===== src/design/wsof_pkg.sv =====
// Shared types, constants and command/status bundles for the windowed
// statistics outlier filter. No dependencies.
package wsof_pkg;

  localparam int unsigned DefaultWindowDepth = 128;
  localparam int unsigned SampleW   = 16;
  localparam int unsigned ThreshW   = 8;
  localparam logic [ThreshW-1:0] ThresholdReset = 8'd32;  // 2.0 in Q4.4

  localparam logic CmdPush   = 1'b0;
  localparam logic CmdRemove = 1'b1;

  typedef struct packed {
    logic                      cmd;
    logic signed [SampleW-1:0] sample;
  } wsof_in_t;

  typedef struct packed {
    logic signed [31:0] mean_out;
    logic [47:0]        variance_out;
    logic [23:0]        stddev_out;
    logic [7:0]         fill_out;
  } wsof_out_t;

  typedef enum logic [4:0] {
    StIdle,
    StPush,
    StRmInit,
    StRmRead,
    StRmTest,
    StRbInit,
    StRbRead,
    StRbDiff,
    StRbDiv,
    StRbD2,
    StRbMul,
    StRbAcc,
    StVar,
    StVarDiv,
    StSqrtStart,
    StSqrtWait,
    StFinish
  } wsof_state_e;

  typedef struct packed {
    logic latch_in;
    logic push_wr;
    logic rm_init;
    logic rm_test;
    logic rm_done;
    logic rb_init;
    logic div_entry;
    logic mean_upd;
    logic d2_load;
    logic mul_load;
    logic acc;
    logic var_start;
    logic var_zero;
    logic var_load;
    logic sqrt_start;
    logic sd_load;
    logic out_load;
  } wsof_cmd_t;

  typedef struct packed {
    logic idx_lt_fill;
    logic fill_lt2;
    logic div_busy;
    logic sqrt_busy;
  } wsof_sts_t;

endpackage


===== src/design/wsof_ctrl.sv =====
// Command sequencer: walks push / remove / rebuild / variance / root steps
// and owns the channel handshakes. Depends on wsof_pkg.
module wsof_ctrl import wsof_pkg::*; (
  input  logic      clk_i,
  input  logic      rst_ni,
  input  logic      in_valid_i,
  input  logic      in_cmd_i,
  output logic      in_stall_o,
  output logic      out_valid_o,
  input  logic      out_stall_i,
  input  wsof_sts_t sts_i,
  output wsof_cmd_t cmd_o
);

  wsof_state_e state_q, state_d;
  logic        out_valid_q, out_valid_d;

  always_ff @(posedge clk_i or negedge rst_ni) begin
    if (!rst_ni) begin
      state_q     <= StIdle;
      out_valid_q <= 1'b0;
    end else begin
      state_q     <= state_d;
      out_valid_q <= out_valid_d;
    end
  end

  always_comb begin
    state_d     = state_q;
    cmd_o       = '0;
    in_stall_o  = 1'b1;
    out_valid_d = out_valid_q && out_stall_i;
    unique case (state_q)
      StIdle: begin
        in_stall_o = 1'b0;
        if (in_valid_i) begin
          cmd_o.latch_in = 1'b1;
          state_d = (in_cmd_i == CmdRemove) ? StRmInit : StPush;
        end
      end
      StPush: begin
        cmd_o.push_wr = 1'b1;
        state_d = StRbInit;
      end
      StRmInit: begin
        cmd_o.rm_init = 1'b1;
        state_d = StRmRead;
      end
      StRmRead: begin
        if (sts_i.idx_lt_fill) begin
          state_d = StRmTest;
        end else begin
          cmd_o.rm_done = 1'b1;
          state_d = StRbInit;
        end
      end
      StRmTest: begin
        cmd_o.rm_test = 1'b1;
        state_d = StRmRead;
      end
      StRbInit: begin
        cmd_o.rb_init = 1'b1;
        state_d = StRbRead;
      end
      StRbRead: begin
        state_d = sts_i.idx_lt_fill ? StRbDiff : StVar;
      end
      StRbDiff: begin
        cmd_o.div_entry = 1'b1;
        state_d = StRbDiv;
      end
      StRbDiv: begin
        if (!sts_i.div_busy) begin
          cmd_o.mean_upd = 1'b1;
          state_d = StRbD2;
        end
      end
      StRbD2: begin
        cmd_o.d2_load = 1'b1;
        state_d = StRbMul;
      end
      StRbMul: begin
        cmd_o.mul_load = 1'b1;
        state_d = StRbAcc;
      end
      StRbAcc: begin
        cmd_o.acc = 1'b1;
        state_d = StRbRead;
      end
      StVar: begin
        if (sts_i.fill_lt2) begin
          cmd_o.var_zero = 1'b1;
          state_d = StSqrtStart;
        end else begin
          cmd_o.var_start = 1'b1;
          state_d = StVarDiv;
        end
      end
      StVarDiv: begin
        if (!sts_i.div_busy) begin
          cmd_o.var_load = 1'b1;
          state_d = StSqrtStart;
        end
      end
      StSqrtStart: begin
        cmd_o.sqrt_start = 1'b1;
        state_d = StSqrtWait;
      end
      StSqrtWait: begin
        if (!sts_i.sqrt_busy) begin
          cmd_o.sd_load = 1'b1;
          state_d = StFinish;
        end
      end
      StFinish: begin
        if (!out_valid_q || !out_stall_i) begin
          cmd_o.out_load = 1'b1;
          out_valid_d    = 1'b1;
          state_d        = StIdle;
        end
      end
      default: state_d = StIdle;
    endcase
  end

  assign out_valid_o = out_valid_q;

endmodule


===== config.mk =====
export PLATFORM = sky130hd
export DESIGN_NAME = wsof_ctrl
export DESIGN_NICKNAME = d
export VERILOG_FILES = /design/src/design/wsof_pkg.sv /design/src/design/wsof_ctrl.sv
export SDC_FILE = /design/constraint.sdc
export NUM_CORES = 1
export LEC_CHECK = 0
export ABC_CLOCK_PERIOD_IN_PS = 4500
export BUFFER_PORTS_ARGS = -buffer_cell sky130_fd_sc_hd__buf_2
export CELL_PAD_IN_SITES_DETAIL_PLACEMENT = 2
export CELL_PAD_IN_SITES_GLOBAL_PLACEMENT = 2
export CORE_MARGIN = 4
export CORE_UTILIZATION = 25
export CTS_CLUSTER_SIZE = 24
export DETAILED_ROUTE_END_ITERATION = 6
export PLACE_DENSITY_LB_ADDON = 0.1
export SYNTH_ARGS = -nofsm -noshare
export SYNTH_HDL_FRONTEND = slang
export SYNTH_SLANG_ARGS = --single-unit

===== constraint.sdc =====
create_clock -name clk_i -period 4.5 [get_ports clk_i]
set_clock_uncertainty 0.15 [all_clocks]
set_input_delay 0.45 -clock clk_i [delete_from_list [all_inputs] [get_ports clk_i]]
set_output_delay 0.45 -clock clk_i [all_outputs]
set_load 0.005 [all_outputs]

# Word level (Yosys, flattened, before mapping)
# Index checks and enable logic that the tools add are counted.
# W data, S select, Z words.
[op_classes]
n_mux = 36
n_eq_ne = 21
reduce_logical = 8
[op_table]
columns = ["op", "n"]
rows = [
  ["$pmux W5 S15", 1],
  ["$eq A5 B4 Y1 const B", 8],
  ["$mux W1", 26],
  ["$mux W5", 5],
  ["$eq A5 B3 Y1 const B", 4],
  ["$eq A5 B2 Y1 const B", 2],
  ["$ne A2 B2 Y1 const B", 5],
  ["$mux W2", 3],
  ["$eq A5 B1 Y1 const B", 1],
  ["$eq A5 B5 Y1 const B", 1],
  ["$logic_not A5 Y1", 1],
  ["$reduce_and A5 Y1", 1],
  ["$mux W4", 1],
  ["$reduce_or A2 Y1", 2],
  ["$logic_not A1 Y1", 2],
  ["$logic_and A1 B1 Y1", 1],
  ["$logic_or A1 B1 Y1", 1],
]
[totals]
ff_bits = 6
word_cells = 67
inputBits = 9
output_inout_bits = 19

# Logic depth before layout (Yosys ltp)
[depth]
ltp_word = 4
mapped_depth = 6
mapped_depth_nobuf = 4

# Worst setup path after synthesis
# OpenSTA, ideal clock, no wires.
[synth_path]
path_type = "reg2out"
from = "register state_q[2]"
to = "output cmd_o[14] (netlist bit)"
n_path_buf = 1
required_ps = 3900
path_stages_with_launch = 4
slack_ps = 2762
arrival_time_ps = 1138
cell_sequence = "dfrtp_1 buf_2 or3_1 nor3b_1"
[synth_lines]
columns = ["item", "line_no", "text"]
rows = [
  ["from (decl)", "wsof_ctrl.sv:15", "wsof_state_e state_q, state_d;"],
  ["from (signal assigned)", "wsof_ctrl.sv:20", "state_q <= StIdle;"],
  ["from (signal assigned)", "wsof_ctrl.sv:23", "state_q <= state_d;"],
  ["to (decl)", "wsof_ctrl.sv:12", "output wsof_cmd_t cmd_o"],
]

==> tab_implementation.tex <==
\begin{tabular}{lr}
\hline
Metric & Value \\
\hline
\multicolumn{2}{l}{\textbf{Timing}} \\
\quad Final clock period utilization by the worst path & 0.559 \\
\quad Final Slew Violations & 0 \\
\quad Slew @ Worst Pin & 0.646 ns \\
\quad Maximum clock frequency & 398 MHz \\
\quad Time the final worst path needs with I/O delays and setup & 2.51 ns \\
\quad Final TNS setup & 0 ns \\
\quad Worst hold slack & 0.303 ns \\
\quad RSZ-0062 raised after global routing & false \\
\quad Final Worst Setup Slack & 1.99 ns \\
\quad Count of endpoints failing setup in the final report & 0 \\
\quad Final hold violations & 0 \\
\quad Worst-case headroom to the max-slew limit & 0.570 \\
\multicolumn{2}{l}{\textbf{Drt}} \\
\quad Number of iterations in the first detailed-routing pass & 3 \\
\quad Average detailed-routed wire length per instance & 15.5 um \\
\quad Number of nets with antenna violations after routing & 0 \\
\quad DRC viols & 0 \\
\quad Detailed-route via count & 765 \\
\quad Wire length after detailed routing & 2.23 mm \\
\quad Via density & 5.31 \\
\quad Initial detailed-routing violation count & 4 \\
\multicolumn{2}{l}{\textbf{Place}} \\
\quad Number of port buffers & 27 \\
\quad Cell count after placement & 140 \\
\quad Detailed-placement wirelength estimate & 1.72 mm \\
\quad Dpl ws & 2.24 ns \\
\quad GP Congestion & 0.679 \\
\multicolumn{2}{l}{\textbf{Floorplan}} \\
\quad Die X-Extent & 58.7 um \\
\quad Number of cell rows & 18 \\
\quad Core area & 2450 um\^{}2 \\
\quad Initial Util & 0.262 \\
\quad Die Height & 58.7 um \\
\quad Die area & 3450 um\^{}2 \\
\quad I/O Pins & 28 \\
\multicolumn{2}{l}{\textbf{Power}} \\
\quad Static leakage & 0.386 nW \\
\quad Clock share of power & 0.090 \\
\quad Net switching fraction of the power & 0.524 \\
\quad Pwr Density & 657 nW/um\^{}2 \\
\quad Combinational group share of total power & 0.581 \\
\quad Part of the power in registers & 0.329 \\
\quad Internal Pwr Total & 253 uW \\
\quad IR Drop Worst-Case VDD & 0.000284 V \\
\quad Power spent charging and discharging nets & 279 uW \\
\multicolumn{2}{l}{\textbf{Worst setup path}} \\
\quad Startpoint of the most critical setup path & state\_q[1] \\
\quad Worst path required time & 3.90 ns \\
\quad Arrival @ worst endpoint & 1.91 ns \\
\quad Critical path peak fanout & 23 \\
\quad CP Capture Type & output port \\
\quad Cells traversed along the worst timing path & nand2\_1 -> or3\_1 -> nor2\_1 -> buf\_2 \\
\quad Slowest cell on the critical path & dfrtp\_1 \\
\quad Worst path buffer plus inverter count & 1 \\
\quad Class of the most critical setup path & flip-flop to output port \\
\quad Reg-to-reg critical path startpoint & state\_q[1] \\
\quad Worst R2R Path Depth & 4 \\
\quad Critical Path Max Stage Delay & 0.75 ns \\
\quad Crit path max-delay family & simple AND/OR/NAND/NOR gates \\
\quad Startpoint type of the worst setup path & flip-flop \\
\quad Total number of cells along the worst setup path & 4 \\
\multicolumn{2}{l}{\textbf{Final layout}} \\
\quad FF+latch area & 150 um\^{}2 \\
\quad Layout cell share with drive strength beyond 1 & 0.298 \\
\quad Total of fill cells in the finished design & 304 \\
\quad Area occupied by multi-input gates & 440 um\^{}2 \\
\quad Final instance count without filler cells & 144 \\
\quad Nets@finish & 125 \\
\quad Area Overhead vs Synth & 26.1\% \\
\quad Antenna diode count & 0 \\
\quad Final core area utilization & 0.330 \\
\multicolumn{2}{l}{\textbf{Synth}} \\
\quad Cell types with the largest area share after synthesis & dfrtp\_1 23\%, nor3\_1 6.2\%, nand2\_1 5.8\% \\
\quad Number of enable flip-flop cells after synthesis & 0 \\
\quad Commonest cells in the synthesized netlist & 10 x nand2\_1, 10 x nor2\_1, 8 x nor3\_1, 6 x dfrtp\_1, 5 x a21oi\_1 \\
\quad Fraction of post-synthesis cell area in the top cell type by area & 0.233 \\
\quad Dominant synthesized flop cell & dfrtp\_1 \\
\quad Net Count, Synth & 99 \\
\quad Area share of xor/xnor cells in the synthesized design & 0 \\
\quad Synthesized area & 643 um\^{}2 \\
\quad Sequential area share after synthesis & 0.233 \\
\quad Yosys warns & 0 \\
\quad Share of synthesized area spent on multiplexers & 0.0156 \\
\quad Area share of fa/ha/maj cells after synthesis & 0 \\
\quad Average instance area after synthesis & 7.15 um\^{}2 \\
\quad Synth cell types & 36 \\
\quad Simple-gate share of the synthesized area & 0.412 \\
\quad Cell accounting for the most synthesized area & dfrtp\_1 \\
\quad Ys async rst share & 1.00 \\
\quad Number of storage elements in the synthesis netlist & 6 \\
\quad Complex-gate fraction of the synthesized area & 0.257 \\
\quad Main combinational cell family by area after synthesis & simple AND/OR/NAND/NOR gates \\
\quad Synthesized instance count & 90 \\
\multicolumn{2}{l}{\textbf{Status}} \\
\quad Outcome & complete, no violations \\
\multicolumn{2}{l}{\textbf{Job}} \\
\quad Number of max-cap violations & 0 \\
\multicolumn{2}{l}{\textbf{Global routing}} \\
\quad Initial antenna violation count & 0 \\
\quad Overflow left after global routing & 0 \\
\quad First-pass GRT wire length & 3.89 mm \\
\quad All-layer global routing usage & 0.145 \\
\quad Via count of the first global-routing pass & 805 \\
\quad Maximum number of pins on one net before global-route repair & 24 \\
\multicolumn{2}{l}{\textbf{Clocking}} \\
\quad Clk buf depth & 2 \\
\quad Resize count post-CTS & 0 \\
\quad Clock tree from TritonCTS & yes \\
\quad Clock transition at the registers of the reported paths & 0.04 ns \\
\quad Clock tree root buffer cell & clkbuf\_4 \\
\quad Clock buffers created by TritonCTS & 3 \\
\quad Worst-skew pair later-pin latency & 0.24 ns \\
\quad Count of hold-fix buffers inserted at cts & 1 \\
\quad Number of clock sinks & 6 \\
\quad Count of buffers added by post-CTS timing repair for setup & 0 \\
\quad Depth of the CTS H-tree & 1 \\
\multicolumn{2}{l}{\textbf{Min path}} \\
\quad Worst Min Path Start & out\_stall\_i \\
\quad Type of the most critical hold path & input port to flip-flop \\
\quad Number of cells traversed by the worst hold path & 3 \\
\hline
\end{tabular}
-- cell usage in the layout (no fill, tap or decap), drive strengths merged, types with 2 or more instances in the layout --
cell type and n:
buf 27, nand2 10, nor2 10, nor3 9, dfrtp 6, a21oi 6, nor2b 4, inv 4
nand2b 3, o22ai 3, o21ai 3, clkbuf 3, or3 2, nor3b 2, nor4 2, a211oi 2
nand3 2
-- per-layer routing --
layer  GRT usage  part of all wire  up-vias
met5           0                 0        -
met4      0.0291                 0        0
met3      0.0329             0.047        0
met2       0.237              0.48       15
met1       0.196              0.48      374
li1            -                 -      376
-- flip-flops by register name, indices dropped and copies added (netlist names) --
signal / count
state_q: 5
out_valid_o: 1
-- power groups by stage --
stage	clock (mW)	combinational, mW	sequential, mW
2_1_floorplan	0	0.304	0.0935
5_1_grt	0.0529	0.355	0.188
3_5_place_dp	0	0.313	0.176
3_3_place_gp	0	0.306	0.171
6_report	0.0478	0.310	0.175
4_1_cts	0.0508	0.315	0.175
-- stage by stage --
| step | area (um^2) | power, mW |
|---|---|---|
| after global routing | 811 | 0.596 |
| final | 811 | 0.533 |
| after global placement | 778 | 0.478 |
| after CTS | 811 | 0.541 |
| after floorplan | 643 | 0.398 |
| after detailed placement | 778 | 0.489 |
-- final timing paths --
| check | slack [ns] | end |
|---|---|---|
| worst max register to register | 2.50 | state_q[0] |
| worst min register to register | 0.38 | out_valid_o |
| worst max-delay path | 1.99 | cmd_o[1] |
| worst min-delay path | 0.30 | out_valid_o |
| min in group asynchronous | 0.43 | state_q[0] |
| max in group asynchronous | 3.62 | state_q[1] |
-- cell type report --
type | instances | share of cell area
well taps | 30 | 0.0463
flip-flops and latches | 6 | 0.185
multi-input cells | 73 | 0.543
clock buffers | 3 | 0.0278
inverters | 4 | 0.0185
repair buffers | 28 | 0.179
-- kinds of logic after synthesis --
family / Yosys count
buffers and inverters: 11
muxes: 1
and+or+nand+nor: 49
DFF: 6
AOI/OAI and AO/OA: 23
-- tightest hold or removal path: cells and delay by family --
family | cells | cell delay, ns
buffers and inverters | 1 | 0.09
AND/OR/NAND/NOR | 2 | 0.12
Note: power is estimated with default switching activity, not from simulation.
